**config.mk**
```make
export PLATFORM = sky130hd
export DESIGN_NAME = point_in_polygon_test_unit_flat
export DESIGN_NICKNAME = d
export VERILOG_FILES = /design/src/sv/pip_pkg.sv /design/src/sv/pip_if.sv /design/src/sv/pip_vertex_mem.sv /design/src/sv/pip_edge_eval.sv /design/src/sv/point_in_polygon_test_unit.sv /design/src/flat_wrapper.sv
export SDC_FILE = /design/constraint.sdc
export NUM_CORES = 2
export LEC_CHECK = 0
export BUFFER_PORTS_ARGS = -buffer_cell sky130_fd_sc_hd__buf_4
export CORE_MARGIN = 8
export CORE_UTILIZATION = 33
export CTS_CLUSTER_SIZE = 8
export DETAILED_ROUTE_END_ITERATION = 16
export PLACE_DENSITY = 0.45
export SLEW_MARGIN = 20
export SYNTH_ARGS = -nofsm -noshare
export SYNTH_HDL_FRONTEND = slang
export SYNTH_SLANG_ARGS = --single-unit
```
**constraint.sdc**
```tcl
create_clock -name clk -period 8.28 [get_ports clk]
set_input_delay 1.656 -clock clk [delete_from_list [all_inputs] [get_ports clk]]
set_output_delay 1.656 -clock clk [all_outputs]
set_load 0.02 [all_outputs]
```
**src/sv/pip_pkg.sv**
```systemverilog
// Shared types and constants for the point-in-polygon test unit.
`timescale 1ns / 1ps
package pip_pkg;

	// Polygon store capacity and derived widths
	localparam int MAX_VERTICES = 64;
	localparam int AW = $clog2(MAX_VERTICES);
	localparam int CW = $clog2(MAX_VERTICES + 1);

	// Command codes
	localparam logic CMD_VERTEX = 1'b0;
	localparam logic CMD_TEST   = 1'b1;

	typedef logic signed [15:0] coord_t;
	typedef logic [AW-1:0] vaddr_t;
	typedef logic [CW-1:0] vcount_t;

	typedef struct packed {
		coord_t x;
		coord_t y;
	} vertex_t;

	// Sequencer to edge evaluator control
	typedef struct packed {
		logic clear;
		logic valid;
		logic first;
	} eval_ctl_t;

endpackage

```
**src/sv/pip_if.sv**
```systemverilog
// Command and result channel interfaces for the point-in-polygon test unit.
`timescale 1ns / 1ps
interface pip_cmd_if;
	import pip_pkg::*;
	logic   valid;
	logic   ready;
	logic   command;
	logic   start_new;
	coord_t coord_x;
	coord_t coord_y;
	modport source (output valid, command, start_new, coord_x, coord_y, input ready);
	modport sink (input valid, command, start_new, coord_x, coord_y, output ready);
endinterface

interface pip_res_if;
	logic valid;
	logic ready;
	logic inside_res;
	logic truncated;
	modport source (output valid, inside_res, truncated, input ready);
	modport sink (input valid, inside_res, truncated, output ready);
endinterface

```
**src/sv/pip_vertex_mem.sv**
```systemverilog
// Vertex store: one write port, one read port with registered read data.
`timescale 1ns / 1ps
module pip_vertex_mem (
	input  logic             clk,
	input  logic             we,
	input  pip_pkg::vaddr_t  waddr,
	input  pip_pkg::vertex_t wdata,
	input  logic             re,
	input  pip_pkg::vaddr_t  raddr,
	output pip_pkg::vertex_t rdata
);
	import pip_pkg::*;

	vertex_t mem [MAX_VERTICES];

	// write port
	always_ff @(posedge clk) begin
		if (we) begin
			mem[waddr] <= wdata;
		end
	end

	// read port, registered read data
	always_ff @(posedge clk) begin
		if (re) begin
			rdata <= mem[raddr];
		end
	end

endmodule

```
**src/sv/pip_edge_eval.sv**
```systemverilog
// Edge evaluator: pipelined straddle test and exact cross-multiplied compare.
`timescale 1ns / 1ps
module pip_edge_eval (
	input  logic               clk,
	input  logic               arst_n,
	input  pip_pkg::eval_ctl_t ctl,
	input  pip_pkg::vertex_t   rdata,
	input  pip_pkg::coord_t    px,
	input  pip_pkg::coord_t    py,
	output logic               parity,
	output logic               busy
);
	import pip_pkg::*;

	vertex_t            prev_q;
	logic               v_s1;
	logic               straddle_s1;
	logic               neg_s1;
	logic signed [16:0] dy_s1, dpx_s1, dxb_s1, dpy_s1;
	logic               v_s2;
	logic               neg_s2;
	logic signed [33:0] lhs_s2, rhs_s2;
	logic               parity_q;
	logic               straddle;
	logic signed [16:0] dy;
	logic               toggle;

	// a = current vertex (read data), b = previous vertex
	assign straddle = (rdata.y > py) != (prev_q.y > py);
	assign dy = $signed({prev_q.y[15], prev_q.y}) - $signed({rdata.y[15], rdata.y});

	// compare flips sense when the edge's y span is negative
	assign toggle = v_s2 && (neg_s2 ? (lhs_s2 > rhs_s2) : (lhs_s2 < rhs_s2));

	// control
	always_ff @(posedge clk or negedge arst_n) begin
		if (!arst_n) begin
			v_s1     <= 1'b0;
			v_s2     <= 1'b0;
			parity_q <= 1'b0;
		end else begin
			v_s1 <= ctl.valid && !ctl.first;
			v_s2 <= v_s1 && straddle_s1;
			if (ctl.clear) begin
				parity_q <= 1'b0;
			end else if (toggle) begin
				parity_q <= !parity_q;
			end
		end
	end

	// datapath: differences, then products
	always_ff @(posedge clk) begin
		if (ctl.valid) begin
			prev_q <= rdata;
		end
		straddle_s1 <= straddle;
		neg_s1      <= dy[16];
		dy_s1       <= dy;
		dpx_s1      <= $signed({px[15], px}) - $signed({rdata.x[15], rdata.x});
		dxb_s1      <= $signed({prev_q.x[15], prev_q.x}) - $signed({rdata.x[15], rdata.x});
		dpy_s1      <= $signed({py[15], py}) - $signed({rdata.y[15], rdata.y});
		lhs_s2      <= 34'(dpx_s1) * 34'(dy_s1);
		rhs_s2      <= 34'(dxb_s1) * 34'(dpy_s1);
		neg_s2      <= neg_s1;
	end

	assign parity = parity_q;
	assign busy   = v_s1 || v_s2;

endmodule

```
**src/sv/point_in_polygon_test_unit.sv**
```systemverilog
// Top level of the even-odd point-in-polygon test unit.
//
// Usage: words arrive on the cmd channel (valid/ready). A vertex word
// (command 0) appends a corner to the stored polygon, after emptying it when
// start_new is set; it gives no result. Corners beyond
// the store capacity are dropped and remembered in the truncated flag.
// A test word (command 1) walks every stored edge, last corner to first and
// then each consecutive pair, and delivers one word on the res channel with
// inside_res and truncated. A test with n stored corners takes n + 1 reads
// of the vertex memory, one per cycle, then passes through the registered
// read, the two-stage multiply/compare pipeline and the output register
// before the sequencer returns to idle; the single read port of the vertex
// memory sets the pace of the walk. cmd is not accepted while a test walks.
// A finished result waits in the output register; when the receiver stalls,
// vertex words are still taken, and a following test holds its result until
// the register frees up.
// Reset empties the polygon and clears the truncated flag and output valid.
`timescale 1ns / 1ps
module point_in_polygon_test_unit (
	input  logic clk,
	input  logic arst_n,
	pip_cmd_if.sink   cmd,
	pip_res_if.source res
);
	import pip_pkg::*;

	typedef enum logic [2:0] {
		ST_IDLE  = 3'b001,
		ST_WALK  = 3'b010,
		ST_DRAIN = 3'b100
	} state_t;

	state_t    state_q;
	vcount_t   count_q;
	logic      overflow_q;
	logic      first_q;
	vaddr_t    rd_idx_q;
	vaddr_t    last_addr_q;
	coord_t    px_q, py_q;
	logic      rvalid_s1, rfirst_s1;
	logic      out_valid_q, inside_q, trunc_q;

	logic      accept, is_test, room, we, rd_en, eval_busy, parity, done;
	vcount_t   wr_idx;
	vaddr_t    rd_addr;
	vertex_t   wdata, rdata;
	eval_ctl_t ctl;

	assign cmd.ready = (state_q == ST_IDLE);
	assign accept    = cmd.valid && cmd.ready;
	assign is_test   = (cmd.command == CMD_TEST);

	// vertex append
	assign wr_idx  = cmd.start_new ? '0 : count_q;
	assign room    = cmd.start_new || (count_q < vcount_t'(MAX_VERTICES));
	assign we      = accept && !is_test && room;
	assign wdata.x = cmd.coord_x;
	assign wdata.y = cmd.coord_y;

	// edge walk reads: previous (last) corner first, then 0 .. n-1
	assign rd_en   = (state_q == ST_WALK);
	assign rd_addr = first_q ? last_addr_q : rd_idx_q;

	assign ctl.clear = accept && is_test;
	assign ctl.valid = rvalid_s1;
	assign ctl.first = rfirst_s1;

	assign done = (state_q == ST_DRAIN) && !rvalid_s1 && !eval_busy
		&& (!out_valid_q || res.ready);

	pip_vertex_mem u_mem (
		.clk   (clk),
		.we    (we),
		.waddr (wr_idx[AW-1:0]),
		.wdata (wdata),
		.re    (rd_en),
		.raddr (rd_addr),
		.rdata (rdata)
	);

	pip_edge_eval u_eval (
		.clk    (clk),
		.arst_n (arst_n),
		.ctl    (ctl),
		.rdata  (rdata),
		.px     (px_q),
		.py     (py_q),
		.parity (parity),
		.busy   (eval_busy)
	);

	// sequencer and polygon bookkeeping
	always_ff @(posedge clk or negedge arst_n) begin
		if (!arst_n) begin
			state_q    <= ST_IDLE;
			count_q    <= '0;
			overflow_q <= 1'b0;
			first_q    <= 1'b0;
			rd_idx_q   <= '0;
			rvalid_s1  <= 1'b0;
			rfirst_s1  <= 1'b0;
		end else begin
			rvalid_s1 <= rd_en;
			rfirst_s1 <= rd_en && first_q;
			case (state_q)
				ST_IDLE: begin
					if (accept && !is_test) begin
						if (room) begin
							count_q <= wr_idx + vcount_t'(1);
						end
						if (cmd.start_new) begin
							overflow_q <= 1'b0;
						end else if (!room) begin
							overflow_q <= 1'b1;
						end
					end else if (accept) begin
						first_q  <= 1'b1;
						rd_idx_q <= '0;
						state_q  <= (count_q == '0) ? ST_DRAIN : ST_WALK;
					end
				end
				ST_WALK: begin
					if (first_q) begin
						first_q <= 1'b0;
					end else if (rd_idx_q == last_addr_q) begin
						state_q <= ST_DRAIN;
					end else begin
						rd_idx_q <= rd_idx_q + vaddr_t'(1);
					end
				end
				ST_DRAIN: begin
					if (done) begin
						state_q <= ST_IDLE;
					end
				end
				default: state_q <= ST_IDLE;
			endcase
		end
	end

	// test point and walk bound
	always_ff @(posedge clk) begin
		if (accept && is_test) begin
			px_q        <= cmd.coord_x;
			py_q        <= cmd.coord_y;
			last_addr_q <= AW'(count_q - vcount_t'(1));
		end
	end

	// output register
	always_ff @(posedge clk or negedge arst_n) begin
		if (!arst_n) begin
			out_valid_q <= 1'b0;
		end else if (done) begin
			out_valid_q <= 1'b1;
		end else if (res.ready) begin
			out_valid_q <= 1'b0;
		end
	end

	always_ff @(posedge clk) begin
		if (done) begin
			inside_q <= parity;
			trunc_q  <= overflow_q;
		end
	end

	assign res.valid      = out_valid_q;
	assign res.inside_res = inside_q;
	assign res.truncated  = trunc_q;

	// checks
	a_count_bound: assert property (@(posedge clk) disable iff (!arst_n)
		count_q <= vcount_t'(MAX_VERTICES))
		else $error("vertex count above capacity");

	a_overflow_full: assert property (@(posedge clk) disable iff (!arst_n)
		overflow_q |-> (count_q == vcount_t'(MAX_VERTICES)))
		else $error("truncated flag set with room left in store");

	a_read_in_range: assert property (@(posedge clk) disable iff (!arst_n)
		(state_q == ST_WALK) |-> (CW'(rd_addr) < count_q))
		else $error("edge walk reads beyond stored corners");

	a_idle_drained: assert property (@(posedge clk) disable iff (!arst_n)
		(state_q == ST_IDLE) |-> (!rvalid_s1 && !eval_busy))
		else $error("edge pipeline busy while idle");

endmodule
```
**src/flat_wrapper.sv**
```systemverilog
// flat-port wrapper written by rule: the top's interface ports become plain ports
module point_in_polygon_test_unit_flat import pip_pkg::*;
  (clk, arst_n, cmd_valid, cmd_command, cmd_start_new, cmd_coord_x, cmd_coord_y, cmd_ready, res_valid, res_inside_res, res_truncated, res_ready);
  pip_cmd_if cmd_i ();
  pip_res_if res_i ();
  input  logic clk;
  input  logic arst_n;
  input wire logic [$bits(cmd_i.valid)-1:0] cmd_valid;
  input wire logic [$bits(cmd_i.command)-1:0] cmd_command;
  input wire logic [$bits(cmd_i.start_new)-1:0] cmd_start_new;
  input wire logic [$bits(cmd_i.coord_x)-1:0] cmd_coord_x;
  input wire logic [$bits(cmd_i.coord_y)-1:0] cmd_coord_y;
  output wire logic [$bits(cmd_i.ready)-1:0] cmd_ready;
  output wire logic [$bits(res_i.valid)-1:0] res_valid;
  output wire logic [$bits(res_i.inside_res)-1:0] res_inside_res;
  output wire logic [$bits(res_i.truncated)-1:0] res_truncated;
  input wire logic [$bits(res_i.ready)-1:0] res_ready;
  assign cmd_i.valid = cmd_valid;
  assign cmd_i.command = cmd_command;
  assign cmd_i.start_new = cmd_start_new;
  assign cmd_i.coord_x = cmd_coord_x;
  assign cmd_i.coord_y = cmd_coord_y;
  assign cmd_ready = cmd_i.ready;
  assign res_valid = res_i.valid;
  assign res_inside_res = res_i.inside_res;
  assign res_truncated = res_i.truncated;
  assign res_i.ready = res_ready;
  point_in_polygon_test_unit u_core (.clk(clk), .arst_n(arst_n), .cmd(cmd_i), .res(res_i));
endmodule
```
[Yosys cells after proc, flatten, opt, wreduce, memory -nomap -nowiden]
Memories as Yosys holds them, arrays and structs flattened. A register that Yosys moved wholly into a read port is not among the register bits.
Cells that the tools add are included.
Storage, ports and cells
  flip-flop bits (word level): 235
  memory bits (writable): 2048
  input port bits: 38
  word-level logic and storage cells: 109
  memories kept: 1
Operators by class
  add/sub/neg operators: 7
  $mul: 2
  magnitude comparators: 5
  equal/unequal tests: 12
  multiplexer cells: 26
  reduce and logical (&&, ||, !) cells: 29
Memories
  u_core.u_mem.mem: depth 64, bits a word 32, rd ports 1, clocked after Yosys merged registers in 1, wr ports 1, RTL line pip_vertex_mem.sv:14  | vertex_t mem [MAX_VERTICES];
Operator list (count)
  17-bit by 17-bit multiplier with 34-bit output: 2
  16-bit by 16-bit subtractor with 17-bit output: 4
  34-bit > comparator: 1
  34-bit < comparator: 1
  16-bit > comparator: 2
  6-bit two-way mux: 5
  3-bit two-way mux: 6
  2-bit inequality test (second input constant): 6
  6-bit one-hot mux with 2 select lines: 1
  1-bit logical AND: 11
  1-bit two-way mux: 11
  5-bit AND reduction: 2
  3-bit one-hot mux with 3 select lines: 1
  3-bit AND reduction: 3
  7-bit by 1-bit adder with 7-bit output (second input constant): 1
  7-bit zero test: 1
  7-bit < comparator (second input constant): 1
  7-bit two-way mux: 1
  6-bit by 1-bit adder with 6-bit output (second input constant): 1
  6-bit == test: 1
  1-bit zero test: 6
  2-bit nonzero test: 3
  6-bit by 1-bit subtractor with 6-bit output (second input constant): 1
  3-bit by 1-bit == test with 1-bit output (second input constant): 1
  other kinds (6): 8

[Logic depth before layout (Yosys ltp)]
  depth in word-level cells: 6
  depth in mapped cells: 24

[By module]
From an unflattened synthesis, not the netlist that was laid out.
Unflattened totals
  cells, all modules: 6641
  area, all modules: 111072.8 µm²
Modules (own cells, without submodules)
  pip_vertex_mem: times used 1, cells each 3324, area an instance 78835.6 µm², seq. area each 62459.9 µm²
  pip_edge_eval: times used 1, cells each 3116, area an instance 29594.6 µm², seq. area each 3798.6 µm²
  point_in_polygon_test_unit: times used 1, cells each 201, area an instance 2642.5 µm², seq. area each 1727.9 µm²

[Least setup slack after synthesis]
No wires, ideal clock.
  path kind: register -> register
  start: register u_core.u_eval.dy_s1[9]
  end: register u_core.u_eval.lhs_s2[33]
  data arrival time: 6.003 ns
  data required time: 8.208 ns
  path slack: 2.205 ns
  stages on the path, launching flop included: 24
  path buffers: 2
  path through: dfxtp_1 > clkbuf_1 > clkbuf_1 > nand2_1 > fa_1 > inv_1 > fa_1 > inv_1 > fa_1 > inv_1 > fa_1 > fa_1 > inv_1 > fa_1 > inv_1 > ha_1 > and3_1 > and3_1 > a221o_1 > nand3_2 > a41oi_1 > a221o_1 > o41ai_2 > xnor2_1
Between the ends
  cells in the longest elaborated chain, start to end: 1
RTL lines
  start: declaration: RTL line pip_edge_eval.sv:19  | logic signed [16:0] dy_s1, dpx_s1, dxb_s1, dpy_s1;
  start signal: assignment: RTL line pip_edge_eval.sv:59  | dy_s1 <= dy;
  17-bit by 17-bit multiplier with 34-bit output: RTL line pip_edge_eval.sv:63  | lhs_s2 <= 34'(dpx_s1) * 34'(dy_s1);
  end signal: assignment: RTL line pip_edge_eval.sv:63
  end: declaration: RTL line pip_edge_eval.sv:22  | logic signed [33:0] lhs_s2, rhs_s2;
No other way between the ends.
A chain may end at the register's enable or synchronous reset.

[Worst setup path after layout]
  start: register u_core.u_eval.dpx_s1[7]
  end: register u_core.u_eval.lhs_s2[33]
Between the ends
  cells in the longest elaborated chain, start to end: 1
RTL lines
  start: declaration: RTL line pip_edge_eval.sv:19
  start signal: assignment: RTL line pip_edge_eval.sv:60  | dpx_s1 <= $signed({px[15], px}) - $signed({rdata.x[15], rdata.x});
  17-bit by 17-bit multiplier with 34-bit output: RTL line pip_edge_eval.sv:63
No other way between the ends.

==> PnR_summary.wiki <==
{| class="wikitable"
! Metric !! Value
|-
| Outcome || finished, final reports clean
|-
| Quantity of hold-fixing buffers added after cts || 0
|-
| Number of remaining DRC errors || 0
|-
| Clk pin slew, worst setup/hold paths || 0.06 ns
|-
| Setup skew after layout || 0.0966 ns
|-
| Number of nets in the synthesized netlist || 8024
|-
| DP HPWL || 197000 um
|-
| Starting DRC count in detailed routing || 4964
|-
| Number of instances on the worst hold path || 1
|-
| Total clock buffers created by CTS || 331
|-
| Maximum clock frequency || 151 MHz
|-
| Die outline height || 598 um
|-
| CTS H-tree depth || 5
|-
| Final design area excluding fillers || 127000 sq um
|-
| Post-synth top area cell || sky130_fd_sc_hd__edfxtp_1
|-
| Maximum buffer depth of the clock tree || 4
|-
| DP Area || 118000 sq um
|-
| Hold Vio Cnt, Final || 0
|-
| Instance count after placement with tap cells included || 11.5k
|-
| Number of flops mapped to enable cells by yosys || 2152
|-
| Pre-Repair DR Iteration Count || 7
|-
| Data arrival at the endpoint of the critical path || 7.40 ns
|-
| Area growth from synthesis to layout || 14.1%
|-
| FF+latch count, synth || 2314
|-
| Fin Setup TNS || 0 ns
|-
| IO buf count || 41
|-
| Min setup slack post-route || 1.65 ns
|-
| Sum of routed wire length over all layers || 327000 um
|-
| Top post-synthesis cells by area || sky130_fd_sc_hd__edfxtp_1, sky130_fd_sc_hd__fa_1, sky130_fd_sc_hd__mux4_2
|-
| Largest net degree at the start of global routing || 86
|-
| Post-synthesis instance area || 112000 sq um
|-
| Sort of element at the start of the critical path || flop
|-
| Worst-margin pin slew || 1.23 ns
|-
| Destination of the worst hold path || u_core.u_eval.v_s1$_DFF_PN0_
|-
| DR vias || 60.8k
|-
| Count of final setup violators || 0
|-
| Main synth FF type || sky130_fd_sc_hd__edfxtp_1
|-
| Residual overflow from global routing || 0
|-
| Routed vias/inst || 5.10
|-
| Setup repair after global routing missed its margin || false
|-
| I/O pin cnt || 42
|-
| Final non-filler cell total || 11.9k
|-
| Share of the clock period used by the worst path || 80.1%
|-
| Proportion of netlist area held by the largest area contributor || 57.9%
|-
| Min-Delay Path Class || flop to flop
|-
| Starting Density || 33.2%
|-
| Nets@finish || 8228
|-
| Shortest clock period the worst path allows after layout || 6.63 ns
|-
| Clock sink count || 2314
|-
| Syn. warnings || 0
|-
| Per-instance average area after synthesis || 15.7 sq um
|-
| Die width || 598 um
|-
| Placement row count || 213
|-
| Initial antenna violation count || 21
|-
| Kind of critical path || flop to flop
|-
| CTS resizes || 0
|-
| Area of the core || 337000 sq um
|-
| Global routing usage summed across all routing layers || 18.1%
|-
| Commonest cells in the synthesized netlist || sky130_fd_sc_hd__edfxtp_1, sky130_fd_sc_hd__nand2_1, sky130_fd_sc_hd__inv_1
|-
| Global-route wire length before repair || 472000 um
|-
| Latest clock arrival within the worst-skew pair || 0.91 ns
|-
| Synthesized instance count || 7102
|-
| Critical path capture point type || flop
|-
| Worst flop-to-flop path endpoint || u_core.u_eval.lhs_s2[33]$_DFF_P_
|-
| Proportion of synthesized flip-flops having asynchronous set or reset || 1.04%
|-
| Worst min-delay path startpoint || u_core.rfirst_s1$_DFF_PN0_
|-
| Clk Tree Root Cell || sky130_fd_sc_hd__clkbuf_16
|-
| Sequential share of the synthesized area || 60.9%
|-
| Max-slew violation count || 0
|-
| DRT antenna net count || 0
|-
| TritonCTS clock tree || built
|-
| Register-to-Register Setup Slack || 1.65 ns
|-
| Placer congestion estimate || 0.806
|-
| R2R Path Start || u_core.u_eval.dpx_s1[7]$_DFF_P_
|-
| Worst slack after detailed placement || 1.64 ns
|-
| Cell depth of the worst flop-to-flop path || 21
|-
| Share of cells above drive strength 1 || 15.5%
|-
| Post-CTS Setup Inserts || 0
|-
| Number of global-route vias before repair || 64.3k
|-
| Worst max-slew margin expressed relative to the limit || 17.4%
|-
| Required time at the worst-slack endpoint || 9.05 ns
|-
| Largest fanout on the critical path || 17
|-
| Die footprint || 357000 sq um
|-
| # Max-Cap Violations || 0
|-
| WL/cell || 27.4 um
|-
| Post-synth cell types || 67
|-
| Top-count cell post-synth || sky130_fd_sc_hd__edfxtp_1
|}
worst max-delay path: stages, from the launching register on:
cell                      delay [ns]
sky130_fd_sc_hd__dfxtp_1        0.74
sky130_fd_sc_hd__nand2_1        0.17
sky130_fd_sc_hd__fa_1           0.57
sky130_fd_sc_hd__inv_1          0.07
sky130_fd_sc_hd__fa_1           0.50
sky130_fd_sc_hd__inv_1          0.06
sky130_fd_sc_hd__fa_1           0.54
sky130_fd_sc_hd__inv_1          0.06
sky130_fd_sc_hd__fa_1           0.46
sky130_fd_sc_hd__fa_1           0.50
sky130_fd_sc_hd__inv_1          0.06
sky130_fd_sc_hd__fa_1           0.48
sky130_fd_sc_hd__inv_1          0.05
sky130_fd_sc_hd__ha_1           0.34
sky130_fd_sc_hd__and3_1         0.24
sky130_fd_sc_hd__and3_1         0.18
sky130_fd_sc_hd__a221o_1        0.41
sky130_fd_sc_hd__nand3_2        0.12
sky130_fd_sc_hd__a41oi_1        0.21
sky130_fd_sc_hd__a221o_1        0.40
sky130_fd_sc_hd__o41ai_2        0.24
sky130_fd_sc_hd__xnor2_1        0.15
state kept, by name, indices dropped and copies added (netlist names), 3 cells and up:
register / count
u_core.u_mem.mem: 2048
u_core.u_eval.lhs_s2: 34
u_core.u_eval.rhs_s2: 34
u_core.u_eval.prev_q: 32
u_core.u_mem.rdata: 32
u_core.u_eval.dpx_s1: 17
u_core.u_eval.dpy_s1: 17
u_core.u_eval.dxb_s1: 17
u_core.u_eval.dy_s1: 17
u_core.px_q: 16
u_core.py_q: 16
u_core.count_q: 7
u_core.last_addr_q: 6
u_core.rd_idx_q: 6
u_core.state_q: 3
placed cells by master, fill, tap and decap left out, types with 103 or more instances in the layout:
master and n:
sky130_fd_sc_hd__xnor2_1 103, sky130_fd_sc_hd__inv_1 730, sky130_fd_sc_hd__mux4_2 512, sky130_fd_sc_hd__a21oi_1 131, sky130_fd_sc_hd__clkbuf_16 335, sky130_fd_sc_hd__buf_4 154
sky130_fd_sc_hd__fa_1 596, sky130_fd_sc_hd__and2_1 295, sky130_fd_sc_hd__ha_1 288, sky130_fd_sc_hd__nand2_1 851, sky130_fd_sc_hd__nand3_1 177, sky130_fd_sc_hd__nor2_1 127
sky130_fd_sc_hd__edfxtp_1 2152, sky130_fd_sc_hd__dfxtp_1 138
stage by stage:
stage / util (%) / hold slack, ns
after floorplan: - / 0.378
after global placement: 35.1 / 0.402
after detailed placement: 35.1 / 0.398
after CTS: 37.8 / 0.376
after global routing: 37.8 / 0.395
final: 37.8 / 0.383
how the worst max path moves through the flow:
stage,startpoint,endpoint,cells after the start
global placement,u_core.u_eval.dpx_s1[7]$_DFF_P_,u_core.u_eval.lhs_s2[33]$_DFF_P_,21
CTS,u_core.u_eval.dpx_s1[7]$_DFF_P_,u_core.u_eval.lhs_s2[33]$_DFF_P_,21
floorplan,u_core.u_eval.dy_s1[9]$_DFF_P_,u_core.u_eval.lhs_s2[33]$_DFF_P_,23
global route,u_core.u_eval.dpx_s1[7]$_DFF_P_,u_core.u_eval.lhs_s2[33]$_DFF_P_,21
finish,u_core.u_eval.dpx_s1[7]$_DFF_P_,u_core.u_eval.lhs_s2[33]$_DFF_P_,21
detailed placement,u_core.u_eval.dpx_s1[7]$_DFF_P_,u_core.u_eval.lhs_s2[33]$_DFF_P_,21
layer usage:
metal / vias to the layer above / global-route usage (%) / share of wire, %
met5: - / 0 / 0.099
met4: 6 / 5.12 / 3.0
met3: 434 / 2.78 / 5.3
met2: 1564 / 30.2 / 48
met1: 32679 / 24.5 / 43
li1: 26143 / - / -
layout make-up:
type / instances / area [sq um]
Timing Repair Buffer: 179 / 1660
Sequential cell: 2314 / 68000
Fill cell: 31298 / 209000
Inverter: 731 / 2740
Clock buffer: 389 / 8610
Clock inverter: 32 / 523
Antenna cell: 6 / 15.0
Tap cell: 4515 / 5650
Multi-Input combinational cell: 3749 / 40200
cells by family after synthesis:
group | share of synthesized area [%]
mux | 10.4
simple gates | 7.17
xor+xnor | 0.981
buf+inv | 3.64
flops | 60.9
fa+ha+maj | 13.9
compound gates | 2.95
Power is left out: the tool's default activity adds up to more than one toggle a clock period on the data nets, which glitch-free logic cannot reach.
